<file path="config.mk">
export PLATFORM = sky130hd
export DESIGN_NAME = differential_drive_odometry
export DESIGN_NICKNAME = d
export VERILOG_FILES = /design/src/hdl/ddo_pkg.sv /design/src/hdl/ddo_mul_serial.sv /design/src/hdl/ddo_div_serial.sv /design/src/hdl/ddo_cordic.sv /design/src/hdl/differential_drive_odometry.sv
export SDC_FILE = /design/constraint.sdc
export NUM_CORES = 2
export LEC_CHECK = 0
export BUFFER_PORTS_ARGS = -buffer_cell sky130_fd_sc_hd__buf_2
export CORE_ASPECT_RATIO = 0.6
export CORE_UTILIZATION = 57
export CTS_CLUSTER_DIAMETER = 120
export DETAILED_ROUTE_END_ITERATION = 10
export PLACE_DENSITY = 0.87
export SLEW_MARGIN = 20
export SYNTH_ARGS = -nofsm -noshare
export SYNTH_HDL_FRONTEND = slang
export SYNTH_SLANG_ARGS = --single-unit
</file>
<file path="constraint.sdc">
create_clock -name clock -period 5.8 [get_ports clock]
set_input_delay 1.16 -clock clock [delete_from_list [all_inputs] [get_ports clock]]
set_output_delay 1.16 -clock clock [all_outputs]
set_load 0.005 [all_outputs]
</file>
<file path="src/hdl/ddo_pkg.sv">
`timescale 1ns / 1ps

package ddo_pkg;

   // serial multiplier operand and product widths
   localparam int MUL_A_W = 33;
   localparam int MUL_B_W = 32;
   localparam int MUL_P_W = 64;

   // serial divider dividend and divisor widths
   localparam int DIV_N_W = 34;
   localparam int DIV_D_W = 17;

   // arctangent table
   localparam int ATAN_COUNT = 24;
   localparam int ANG_IDX_W  = 5;

   localparam logic signed [31:0] INV_GAIN_Q28      = 32'sd163008218;
   localparam logic [31:0]        UNITS_PER_RAD_Q16 = 32'd683565276;
   localparam logic [15:0]        TRACK_WIDTH_RESET = 16'd2560;

   typedef enum logic [3:0] {
      ST_IDLE,
      ST_MUL_TH,
      ST_DIV_TH,
      ST_COS_OLD,
      ST_COS_NEW,
      ST_MUL_SX,
      ST_MUL_SY,
      ST_MUL_WS,
      ST_MUL_AX,
      ST_DIV_AX,
      ST_MUL_AY,
      ST_DIV_AY,
      ST_FINISH
   } ddo_state_type;

   // atan(2^-i) in 2^-32 turn units
   function automatic logic [31:0] atan_entry(input logic [ANG_IDX_W-1:0] idx);
      logic [31:0] r;
      case (idx)
         5'd0:    r = 32'd536870912;
         5'd1:    r = 32'd316933406;
         5'd2:    r = 32'd167458907;
         5'd3:    r = 32'd85004756;
         5'd4:    r = 32'd42667331;
         5'd5:    r = 32'd21354465;
         5'd6:    r = 32'd10679838;
         5'd7:    r = 32'd5340245;
         5'd8:    r = 32'd2670163;
         5'd9:    r = 32'd1335087;
         5'd10:   r = 32'd667544;
         5'd11:   r = 32'd333772;
         5'd12:   r = 32'd166886;
         5'd13:   r = 32'd83443;
         5'd14:   r = 32'd41722;
         5'd15:   r = 32'd20861;
         5'd16:   r = 32'd10430;
         5'd17:   r = 32'd5215;
         5'd18:   r = 32'd2608;
         5'd19:   r = 32'd1304;
         5'd20:   r = 32'd652;
         5'd21:   r = 32'd326;
         5'd22:   r = 32'd163;
         5'd23:   r = 32'd81;
         default: r = 32'd0;
      endcase
      return r;
   endfunction

   function automatic logic [16:0] abs17(input logic signed [16:0] v);
      return v[16] ? 17'(-v) : 17'(v);
   endfunction

   function automatic logic [31:0] abs32(input logic signed [31:0] v);
      return v[31] ? 32'(-v) : 32'(v);
   endfunction

endpackage

</file>
<file path="src/hdl/ddo_mul_serial.sv">
`timescale 1ns / 1ps

module ddo_mul_serial (
   input  logic                        clock,
   input  logic                        reset,
   input  logic                        start,
   input  logic [ddo_pkg::MUL_A_W-1:0] a,
   input  logic [ddo_pkg::MUL_B_W-1:0] b,
   output logic                        done,
   output logic [ddo_pkg::MUL_P_W-1:0] product
);
   import ddo_pkg::*;

   localparam int CNT_W = $clog2(MUL_B_W);

   logic               busy_ff, busy_in;
   logic               done_ff, done_in;
   logic [CNT_W-1:0]   cnt_ff, cnt_in;
   logic [MUL_A_W-1:0] a_ff, a_in;
   logic [MUL_B_W-1:0] b_ff, b_in;
   logic [MUL_P_W-1:0] acc_ff, acc_in;

   // msb first shift and add, one multiplier bit per cycle
   always_comb begin
      busy_in = busy_ff;
      done_in = 1'b0;
      cnt_in  = cnt_ff;
      a_in    = a_ff;
      b_in    = b_ff;
      acc_in  = acc_ff;
      if (start) begin
         busy_in = 1'b1;
         cnt_in  = '0;
         a_in    = a;
         b_in    = b;
         acc_in  = '0;
      end else if (busy_ff) begin
         acc_in = {acc_ff[MUL_P_W-2:0], 1'b0} + (b_ff[MUL_B_W-1] ? MUL_P_W'(a_ff) : '0);
         b_in   = {b_ff[MUL_B_W-2:0], 1'b0};
         cnt_in = cnt_ff + 1'b1;
         if (cnt_ff == CNT_W'(MUL_B_W - 1)) begin
            busy_in = 1'b0;
            done_in = 1'b1;
         end
      end
   end

   always_ff @(posedge clock) begin
      if (reset) begin
         busy_ff <= 1'b0;
         done_ff <= 1'b0;
      end else begin
         busy_ff <= busy_in;
         done_ff <= done_in;
      end
   end

   always_ff @(posedge clock) begin
      cnt_ff <= cnt_in;
      a_ff   <= a_in;
      b_ff   <= b_in;
      acc_ff <= acc_in;
   end

   assign done    = done_ff;
   assign product = acc_ff;

endmodule

</file>
<file path="src/hdl/ddo_div_serial.sv">
`timescale 1ns / 1ps

module ddo_div_serial (
   input  logic                        clock,
   input  logic                        reset,
   input  logic                        start,
   input  logic [ddo_pkg::DIV_N_W-1:0] dividend,
   input  logic [ddo_pkg::DIV_D_W-1:0] divisor,
   output logic                        done,
   output logic [ddo_pkg::DIV_N_W-1:0] quotient
);
   import ddo_pkg::*;

   localparam int CNT_W = $clog2(DIV_N_W);

   logic               busy_ff, busy_in;
   logic               done_ff, done_in;
   logic [CNT_W-1:0]   cnt_ff, cnt_in;
   logic [DIV_N_W-1:0] n_ff, n_in;
   logic [DIV_N_W-1:0] q_ff, q_in;
   logic [DIV_D_W-1:0] d_ff, d_in;
   logic [DIV_D_W-1:0] rem_ff, rem_in;
   logic [DIV_D_W:0]   trial;
   logic               fits;

   // restoring division, one quotient bit per cycle
   always_comb begin
      trial   = {rem_ff, n_ff[DIV_N_W-1]};
      fits    = trial >= {1'b0, d_ff};
      busy_in = busy_ff;
      done_in = 1'b0;
      cnt_in  = cnt_ff;
      n_in    = n_ff;
      q_in    = q_ff;
      d_in    = d_ff;
      rem_in  = rem_ff;
      if (start) begin
         busy_in = 1'b1;
         cnt_in  = '0;
         n_in    = dividend;
         q_in    = '0;
         d_in    = divisor;
         rem_in  = '0;
      end else if (busy_ff) begin
         rem_in = fits ? DIV_D_W'(trial - {1'b0, d_ff}) : DIV_D_W'(trial);
         q_in   = {q_ff[DIV_N_W-2:0], fits};
         n_in   = {n_ff[DIV_N_W-2:0], 1'b0};
         cnt_in = cnt_ff + 1'b1;
         if (cnt_ff == CNT_W'(DIV_N_W - 1)) begin
            busy_in = 1'b0;
            done_in = 1'b1;
         end
      end
   end

   always_ff @(posedge clock) begin
      if (reset) begin
         busy_ff <= 1'b0;
         done_ff <= 1'b0;
      end else begin
         busy_ff <= busy_in;
         done_ff <= done_in;
      end
   end

   always_ff @(posedge clock) begin
      cnt_ff <= cnt_in;
      n_ff   <= n_in;
      q_ff   <= q_in;
      d_ff   <= d_in;
      rem_ff <= rem_in;
   end

   assign done     = done_ff;
   assign quotient = q_ff;

endmodule

</file>
<file path="src/hdl/ddo_cordic.sv">
`timescale 1ns / 1ps

module ddo_cordic #(
   parameter int STAGES = 16
) (
   input  logic               clock,
   input  logic               reset,
   input  logic               start,
   input  logic [15:0]        angle,
   output logic               done,
   output logic signed [31:0] cos_out,
   output logic signed [31:0] sin_out
);
   import ddo_pkg::*;

   logic                 busy_ff, busy_in;
   logic                 done_ff, done_in;
   logic                 flip_ff, flip_in;
   logic [ANG_IDX_W-1:0] idx_ff, idx_in;
   logic signed [31:0]   x_ff, x_in;
   logic signed [31:0]   y_ff, y_in;
   logic signed [31:0]   z_ff, z_in;
   logic signed [31:0]   xs, ys, at;
   logic                 fold;

   // one rotation stage per cycle
   always_comb begin
      fold    = angle[15] ^ angle[14];
      xs      = x_ff >>> idx_ff;
      ys      = y_ff >>> idx_ff;
      at      = signed'(atan_entry(idx_ff));
      busy_in = busy_ff;
      done_in = 1'b0;
      flip_in = flip_ff;
      idx_in  = idx_ff;
      x_in    = x_ff;
      y_in    = y_ff;
      z_in    = z_ff;
      if (start) begin
         busy_in = 1'b1;
         flip_in = fold;
         idx_in  = '0;
         x_in    = INV_GAIN_Q28;
         y_in    = '0;
         // second and third quadrant fold by a half turn
         z_in    = signed'({angle[15] ^ fold, angle[14:0], 16'd0});
      end else if (busy_ff) begin
         if (!z_ff[31]) begin
            x_in = x_ff - ys;
            y_in = y_ff + xs;
            z_in = z_ff - at;
         end else begin
            x_in = x_ff + ys;
            y_in = y_ff - xs;
            z_in = z_ff + at;
         end
         idx_in = idx_ff + 1'b1;
         if (idx_ff == ANG_IDX_W'(STAGES - 1)) begin
            busy_in = 1'b0;
            done_in = 1'b1;
         end
      end
   end

   always_ff @(posedge clock) begin
      if (reset) begin
         busy_ff <= 1'b0;
         done_ff <= 1'b0;
      end else begin
         busy_ff <= busy_in;
         done_ff <= done_in;
      end
   end

   always_ff @(posedge clock) begin
      flip_ff <= flip_in;
      idx_ff  <= idx_in;
      x_ff    <= x_in;
      y_ff    <= y_in;
      z_ff    <= z_in;
   end

   assign done    = done_ff;
   assign cos_out = flip_ff ? -x_ff : x_ff;
   assign sin_out = flip_ff ? -y_ff : y_ff;

endmodule

</file>
<file path="src/hdl/differential_drive_odometry.sv">
`timescale 1ns / 1ps

// channel   direction  handshake          payload
// req       in         req_valid/stall    left_step, right_step (signed 16)
// rsp       out        rsp_valid/stall    pos_x, pos_y (signed 32), heading (16)
// csr       in         csr_write_enable   csr_write_data = track width (16)
//
// one transaction at a time through a sequencer around a bit-serial multiplier,
// a bit-serial restoring divider and an iterative cordic (one stage a cycle)
// both moves run a multiplier, a divider and a cordic pass; a straight move then
// two multiplier passes, an arc move a second cordic pass, a multiplier pass and
// a multiplier and a divider pass per axis; the result shows as req_stall drops
// synchronous active-high reset clears pose, sequencer and rsp_valid, and
// loads the track width with 2560
// the pose is committed only once the result register is free, so rsp stall
// holds the sequencer in its final state

module differential_drive_odometry #(
   parameter int CORDIC_STAGES = 16
) (
   input  logic               clock,
   input  logic               reset,
   input  logic               csr_write_enable,
   input  logic [15:0]        csr_write_data,
   input  logic               req_valid,
   output logic               req_stall,
   input  logic signed [15:0] req_left_step,
   input  logic signed [15:0] req_right_step,
   output logic               rsp_valid,
   input  logic               rsp_stall,
   output logic signed [31:0] rsp_pos_x,
   output logic signed [31:0] rsp_pos_y,
   output logic [15:0]        rsp_heading
);
   import ddo_pkg::*;

   ddo_state_type state_ff, state_in;

   // configuration and pose
   logic [15:0]        track_width_ff, track_width_in;
   logic [31:0]        x_ff, x_in;
   logic [31:0]        y_ff, y_in;
   logic [15:0]        heading_ff, heading_in;
   logic               rsp_valid_ff, rsp_valid_in;

   // per-transaction working registers
   logic signed [16:0] sum_ff, sum_in;
   logic signed [16:0] off_ff, off_in;
   logic [15:0]        w_ff, w_in;
   logic               dth_nz_ff, dth_nz_in;
   logic [15:0]        new_h_ff, new_h_in;
   logic signed [31:0] co_ff, co_in;
   logic signed [31:0] so_ff, so_in;
   logic signed [31:0] cn_ff, cn_in;
   logic signed [31:0] sn_ff, sn_in;
   logic [32:0]        ws_ff, ws_in;
   logic [31:0]        dx_ff, dx_in;
   logic [31:0]        dy_ff, dy_in;

   // shared unit controls
   logic               mul_start, mul_done;
   logic [MUL_A_W-1:0] mul_a;
   logic [MUL_B_W-1:0] mul_b;
   logic [MUL_P_W-1:0] mul_product;
   logic               div_start, div_done;
   logic [DIV_N_W-1:0] div_n, div_q;
   logic [DIV_D_W-1:0] div_d;
   logic               cor_start, cor_done;
   logic [15:0]        cor_angle;
   logic signed [31:0] cor_cos, cor_sin;

   // datapath helpers
   logic signed [16:0] off_now;
   logic signed [31:0] diff_x, diff_y;
   logic [MUL_P_W-1:0] th_num, arc_num, st_num;
   logic [DIV_N_W-1:0] arc_q_neg;
   logic [31:0]        st_mag;
   logic [15:0]        dth16;
   logic               proceed;

   assign off_now = 17'(req_right_step) - 17'(req_left_step);
   assign diff_x  = sn_ff - so_ff;
   assign diff_y  = co_ff - cn_ff;
   // rounding offsets folded in before the power-of-two part of each divide
   assign th_num  = mul_product + (MUL_P_W'(w_ff) << 15);
   assign arc_num = mul_product + (MUL_P_W'(abs17(off_ff)) << 28);
   assign st_num  = mul_product + (MUL_P_W'(1) << 28);
   assign st_mag  = 32'(st_num >> 29);
   assign arc_q_neg = -div_q;
   assign dth16   = off_ff[16] ? 16'(-div_q[15:0]) : div_q[15:0];
   // commit only into a free (or emptying) result register
   assign proceed = !rsp_valid_ff || !rsp_stall;

   ddo_mul_serial u_mul (
      .clock   (clock),
      .reset   (reset),
      .start   (mul_start),
      .a       (mul_a),
      .b       (mul_b),
      .done    (mul_done),
      .product (mul_product)
   );

   ddo_div_serial u_div (
      .clock    (clock),
      .reset    (reset),
      .start    (div_start),
      .dividend (div_n),
      .divisor  (div_d),
      .done     (div_done),
      .quotient (div_q)
   );

   ddo_cordic #(
      .STAGES (CORDIC_STAGES)
   ) u_cordic (
      .clock   (clock),
      .reset   (reset),
      .start   (cor_start),
      .angle   (cor_angle),
      .done    (cor_done),
      .cos_out (cor_cos),
      .sin_out (cor_sin)
   );

   // next state
   always_comb begin
      state_in = state_ff;
      case (state_ff)
         ST_IDLE:    if (req_valid) state_in = ST_MUL_TH;
         ST_MUL_TH:  if (mul_done) state_in = ST_DIV_TH;
         ST_DIV_TH:  if (div_done) state_in = ST_COS_OLD;
         ST_COS_OLD: if (cor_done) state_in = dth_nz_ff ? ST_COS_NEW : ST_MUL_SX;
         ST_MUL_SX:  if (mul_done) state_in = ST_MUL_SY;
         ST_MUL_SY:  if (mul_done) state_in = ST_FINISH;
         ST_COS_NEW: if (cor_done) state_in = ST_MUL_WS;
         ST_MUL_WS:  if (mul_done) state_in = ST_MUL_AX;
         ST_MUL_AX:  if (mul_done) state_in = ST_DIV_AX;
         ST_DIV_AX:  if (div_done) state_in = ST_MUL_AY;
         ST_MUL_AY:  if (mul_done) state_in = ST_DIV_AY;
         ST_DIV_AY:  if (div_done) state_in = ST_FINISH;
         ST_FINISH:  if (proceed) state_in = ST_IDLE;
         default:    state_in = ST_IDLE;
      endcase
   end

   // unit launches
   always_comb begin
      mul_start = 1'b0;
      mul_a     = '0;
      mul_b     = '0;
      div_start = 1'b0;
      div_n     = '0;
      div_d     = '0;
      cor_start = 1'b0;
      cor_angle = heading_ff;
      case (state_ff)
         ST_IDLE: if (req_valid) begin
            // |offset| * units per radian
            mul_start = 1'b1;
            mul_a     = MUL_A_W'(abs17(off_now));
            mul_b     = UNITS_PER_RAD_Q16;
         end
         ST_MUL_TH: if (mul_done) begin
            div_start = 1'b1;
            div_n     = DIV_N_W'(th_num >> 16);
            div_d     = DIV_D_W'(w_ff);
         end
         ST_DIV_TH: if (div_done) begin
            cor_start = 1'b1;
            cor_angle = heading_ff;
         end
         ST_COS_OLD: if (cor_done) begin
            if (dth_nz_ff) begin
               cor_start = 1'b1;
               cor_angle = new_h_ff;
            end else begin
               mul_start = 1'b1;
               mul_a     = MUL_A_W'(abs17(sum_ff));
               mul_b     = abs32(cor_cos);
            end
         end
         ST_MUL_SX: if (mul_done) begin
            mul_start = 1'b1;
            mul_a     = MUL_A_W'(abs17(sum_ff));
            mul_b     = abs32(so_ff);
         end
         ST_COS_NEW: if (cor_done) begin
            mul_start = 1'b1;
            mul_a     = MUL_A_W'(w_ff);
            mul_b     = MUL_B_W'(abs17(sum_ff));
         end
         ST_MUL_WS: if (mul_done) begin
            mul_start = 1'b1;
            mul_a     = mul_product[MUL_A_W-1:0];
            mul_b     = abs32(diff_x);
         end
         ST_MUL_AX: if (mul_done) begin
            div_start = 1'b1;
            div_n     = DIV_N_W'(arc_num >> 29);
            div_d     = abs17(off_ff);
         end
         ST_DIV_AX: if (div_done) begin
            mul_start = 1'b1;
            mul_a     = ws_ff;
            mul_b     = abs32(diff_y);
         end
         ST_MUL_AY: if (mul_done) begin
            div_start = 1'b1;
            div_n     = DIV_N_W'(arc_num >> 29);
            div_d     = abs17(off_ff);
         end
         default: begin
         end
      endcase
   end

   // register next values
   always_comb begin
      track_width_in = csr_write_enable ? csr_write_data : track_width_ff;
      x_in           = x_ff;
      y_in           = y_ff;
      heading_in     = heading_ff;
      rsp_valid_in   = rsp_valid_ff && rsp_stall;
      sum_in         = sum_ff;
      off_in         = off_ff;
      w_in           = w_ff;
      dth_nz_in      = dth_nz_ff;
      new_h_in       = new_h_ff;
      co_in          = co_ff;
      so_in          = so_ff;
      cn_in          = cn_ff;
      sn_in          = sn_ff;
      ws_in          = ws_ff;
      dx_in          = dx_ff;
      dy_in          = dy_ff;
      case (state_ff)
         ST_IDLE: if (req_valid) begin
            sum_in = 17'(req_right_step) + 17'(req_left_step);
            off_in = off_now;
            // zero track width behaves as one
            w_in   = (track_width_ff == '0) ? 16'd1 : track_width_ff;
         end
         ST_DIV_TH: if (div_done) begin
            dth_nz_in = div_q != '0;
            new_h_in  = heading_ff + dth16;
         end
         ST_COS_OLD: if (cor_done) begin
            co_in = cor_cos;
            so_in = cor_sin;
         end
         ST_MUL_SX: if (mul_done) begin
            dx_in = (sum_ff[16] ^ co_ff[31]) ? -st_mag : st_mag;
         end
         ST_MUL_SY: if (mul_done) begin
            dy_in = (sum_ff[16] ^ so_ff[31]) ? -st_mag : st_mag;
         end
         ST_COS_NEW: if (cor_done) begin
            cn_in = cor_cos;
            sn_in = cor_sin;
         end
         ST_MUL_WS: if (mul_done) begin
            ws_in = mul_product[MUL_A_W-1:0];
         end
         ST_DIV_AX: if (div_done) begin
            dx_in = (sum_ff[16] ^ off_ff[16] ^ diff_x[31]) ? arc_q_neg[31:0] : div_q[31:0];
         end
         ST_DIV_AY: if (div_done) begin
            dy_in = (sum_ff[16] ^ off_ff[16] ^ diff_y[31]) ? arc_q_neg[31:0] : div_q[31:0];
         end
         ST_FINISH: if (proceed) begin
            x_in         = x_ff + dx_ff;
            y_in         = y_ff + dy_ff;
            heading_in   = new_h_ff;
            rsp_valid_in = 1'b1;
         end
         default: begin
         end
      endcase
   end

   always_ff @(posedge clock) begin
      if (reset) begin
         state_ff       <= ST_IDLE;
         track_width_ff <= TRACK_WIDTH_RESET;
         x_ff           <= '0;
         y_ff           <= '0;
         heading_ff     <= '0;
         rsp_valid_ff   <= 1'b0;
      end else begin
         state_ff       <= state_in;
         track_width_ff <= track_width_in;
         x_ff           <= x_in;
         y_ff           <= y_in;
         heading_ff     <= heading_in;
         rsp_valid_ff   <= rsp_valid_in;
      end
   end

   always_ff @(posedge clock) begin
      sum_ff    <= sum_in;
      off_ff    <= off_in;
      w_ff      <= w_in;
      dth_nz_ff <= dth_nz_in;
      new_h_ff  <= new_h_in;
      co_ff     <= co_in;
      so_ff     <= so_in;
      cn_ff     <= cn_in;
      sn_ff     <= sn_in;
      ws_ff     <= ws_in;
      dx_ff     <= dx_in;
      dy_ff     <= dy_in;
   end

   // a new transaction is taken only while the sequencer is idle
   assign req_stall   = state_ff != ST_IDLE;
   assign rsp_valid   = rsp_valid_ff;
   assign rsp_pos_x   = signed'(x_ff);
   assign rsp_pos_y   = signed'(y_ff);
   assign rsp_heading = heading_ff;

endmodule
</file>
==> key figures <==
Outcome
  – Status: finished, final reports clean

Finish
  – Area growth syn-to-layout: 10.65%
  – Fin cells: a little under 9,000
  – FF+latch area: about 0.020 sq mm
  – Commonest non-fill, non-tap cell in the layout: nor2_1
  – Most frequent cells in the layout: nor2_1, nand2_1, xnor2_1
  – Share of cells above drive strength 1: a little under an eighth
  – Final instance area: ~0.07 sq mm
  – Final-stage net count: about 7,800
  – Multi-input logic area: 0.04047 sq mm
  – FILL cells: 8,567

Floorplan
  – CORE AREA: 0.1082 sq mm
  – Die W: ~430 microns
  – Initial core utilization: between 50% and 60%
  – Die Area: 0.1114 sq mm
  – Die height: 258.9 microns
  – Row count: between 90 and 100
  – Io pins: 135

GRT
  – First-pass GRT wire length: 317.8 mm
  – GR Layer Usage met2: between 40% and 50%
  – GR peak layer: met1
  – Initial antenna violation count: 6
  – GRT met3 Usage: between 10% and 20%
  – Largest net degree at the start of global routing: 90
  – Met1 usage: a little over half
  – Total Routing Usage GR: a little over a third
  – Vias in the first global route: between 50,000 and 60,000
  – Gr ovfl total: 0

Synthesis
  – Yosys reg bits: 771
  – Mean post-synth cell area: between 8 and 9 sq um
  – Syn Nets: between 7,000 and 8,000
  – Syn Std Cell Area: ~0.063 sq mm
  – Seq/Total Area, Yosys: 31.38%
  – Synth area leaders: edfxtp_1, dfxtp_1, ha_1
  – EDFF count, synth: approximately 420
  – Synth warn: 0
  – Post-Synth Simple-Gate Area: 17.89%
  – Fraction of synthesized area in multiplexers: 6.823%
  – Most used DFF post-synth: edfxtp_1
  – Synth area leader: edfxtp_1
  – Compound-gate portion of the synthesized area: about 20%
  – Adder-Cell Fraction of Synth Area: under 10%
  – Syn Inst Count: around 7,300
  – Netlist cell types: around 110
  – Post-synthesis async set-or-reset flop share: 0%
  – Largest family of logic cells by synthesized area: compound AO/OA/AOI/OAI gates
  – Synth top area share: between 20% and 30%
  – Synth Area in XOR/XNOR: between 10 and 15%

Power and ir drop
  – Power, Total: 26.02 mW
  – Sw frac: 42.33%
  – Internal power: 15.01 mW
  – Sw Pwr: approximately 11 mW
  – VDD IR-drop max: 0.2620 mV
  – Clk pwr share: a little over a fifth
  – Leakage power: approximately 28 nW
  – Flop pwr share: 31.0%
  – Combinational Power Share: about half
  – Power Dens Cells: 375.0 mW/mm^2

Clock tree
  – Clk slew on worst S/H paths: 70 ps
  – CTS buffer count: 75
  – TritonCTS clock tree: built
  – CTS Root Cell: clkbuf_16
  – Htree depth: 3
  – TritonCTS Sinks: around 770
  – Max Root-Sink Buffers: 3
  – CTS Hold Bufs: 0
  – Worst-skew pair later-pin latency: approximately 700 ps

Timing
  – Fmax: between 0.15 and 0.2 GHz
  – Final Hold Viols: 0
  – Pins over their slew limit: 0
  – Post-Route Skew: 47.74 ps
  – Part of the cycle the worst path needs: between 90 and 100%
  – Slew margin rel.: 21.13%
  – # setup viols final: 0
  – Min Clock Period, post-route: about 5700 ps
  – Worst Tran Pin Value: approximately 1200 ps
  – Setup Total Neg Slack: 0 ps
  – Setup ws final: about 67 ps

Setup path
  – Reg2reg end: u_cordic.y_ff[30]
  – Cell mode on critical path: buf_4
  – Crit path largest cell delay: about 530 ps
  – FF-to-FF setup slack: approximately 67 ps
  – Crit path max fanout: 4
  – Arr. time, crit path: 6320 ps
  – CP delay by family, top: compound AO/OA/AOI/OAI gates
  – RR Startpoint: u_cordic.idx_ff[1]
  – R2r worst-path depth: 26
  – Worst path depth: 26
  – Crit path capture type: flip-flop
  – Crit path required time: 6390 ps
  – Capture point of the worst path: u_cordic.y_ff[30]
  – Setup Crit Path Kind: reg2reg
  – CP max-delay cell: mux4_2
  – CP startpoint: u_cordic.idx_ff[1]
  – CP bufs+invs: 4
  – Startpoint Class: flip-flop

Placed design
  – Routability Congestion: between 1 and 1.5
  – Detail Placement HPWL: between 150 and 200 mm
  – Port Buffers: 134
  – Worst slack, placed: -193.1 ps
  – Placed Cells: 8,725
  – Placed inst area: between 0.06 and 0.07 sq mm

Job
  – Max Cap Violations: 0

Worst hold path
  – Hold/Removal Path Class: reg2reg

Drt
  – DR WL/cell: around 24 microns
  – DRC viols: 0
  – Final WL: about 210 mm
  – Vias: around 60,000
  – Routed vias/inst: roughly 6.8
  – TritonRoute pass-1 iters: 10
  – Routed Antenna Nets: 0
  – 1st-iter DRT viols: between 9,000 and 10,000
## flip-flops by register name (all words and copies together), names as in the netlist, 33 cells and up
| register | count |
|---|---|
| u_div.quotient | 34 |
| u_mul.a_ff | 33 |
| u_div.n_ff | 34 |
| ws_ff | 33 |
| u_mul.product | 63 |
## how the worst min path moves through the flow
stage,to,startpoint,depth (start not counted)
6_report,w_ff[4],track_width_ff[4],0
5_1_grt,w_ff[5],track_width_ff[5],0
4_1_cts,w_ff[4],track_width_ff[4],0
3_5_place_dp,w_ff[7],track_width_ff[7],0
3_3_place_gp,w_ff[11],track_width_ff[11],0
2_1_floorplan,ws_ff[10],u_mul.product[10],0
## layout make-up
cell class | count | area share (%)
Antenna cell | 1 | 0.003606
Clock inverter | 49 | 0.9304
Timing Repair Buffer | 499 | 5.280
Inverter | 299 | 1.625
Multi-Input combinational cell | 5762 | 58.32
Tap cell | 1425 | 2.569
Sequential cell | 771 | 28.39
Clock buffer | 91 | 2.881
## cell usage after synthesis, types with 33 or more instances
| cell type | instances |
|---|---|
| o21bai_1 | 53 |
| edfxtp_1 | 424 |
| nor3_1 | 161 |
| clkbuf_1 | 352 |
| buf_1 | 39 |
| or4_1 | 36 |
| o221ai_1 | 47 |
| xnor2_1 | 523 |
| nor2b_1 | 65 |
| ha_1 | 371 |
| nor4_1 | 39 |
| and3_1 | 89 |
| a31oi_1 | 80 |
| o22ai_1 | 33 |
| nand3_1 | 192 |
| a211oi_1 | 77 |
| nor2_1 | 660 |
| nand4_1 | 54 |
| a21o_1 | 145 |
| buf_2 | 38 |
| nand2b_1 | 69 |
| and2_1 | 77 |
| mux4_2 | 77 |
| o21ai_0 | 464 |
| o21a_1 | 58 |
| mux2i_1 | 167 |
| xor2_1 | 252 |
| a22o_1 | 38 |
| inv_1 | 294 |
| o211ai_1 | 42 |
| nand2_1 | 635 |
| dfxtp_1 | 347 |
| or3_1 | 103 |
| a21oi_1 | 526 |
| mux2_2 | 39 |
| o31ai_1 | 63 |
| a22oi_1 | 34 |
## power groups by stage
stage / clock [mW] / combinational (mW) / sequential [mW]
CTS: 5.43 / 11.7 / 7.93
finish: 5.43 / 12.5 / 8.06
global placement: 0 / 11.2 / 7.99
global route: 5.64 / 13.3 / 8.06
detailed placement: 0 / 11.6 / 8.04
floorplan: 0 / 8.41 / 7.23
## metrics by stage
stage	hold WS, ps	utilization (%)
after floorplan	456.8	-
after global placement	442.2	61.05
after detailed placement	443.9	61.05
after CTS	466.6	63.54
after global routing	481.1	64.12
final	464.9	64.12
## cell families (layout without fill, tap and decap cells)
| family | Yosys count | in the layout |
|---|---|---|
| and+or+nand+nor | 2326 | 2326 |
| AOI/OAI and AO/OA | 1975 | 1975 |
| xor gates and xnor gates | 775 | 775 |
| DFF | 771 | 771 |
| buffers and inverters | 749 | 938 |
| adders and majority gates | 386 | 386 |
| muxes | 300 | 300 |
| other | 0 | 1 |
## per-layer routing
metal  part of all wire [%]  up-vias
li1                       -    26912
met4                    2.3        6
met3                     18      457
met2                     38     4436
met5                  0.020        -
met1                     42    28365
## repair_timing
item	4_1_cts	5_1_grt
endpoints found under the setup margin	8	17
pin swaps	1	48
gates cloned	0	3
gates resized for setup	6	87
setup buffers	1	26
No activity file was read; power rests on OpenSTA's default activity.
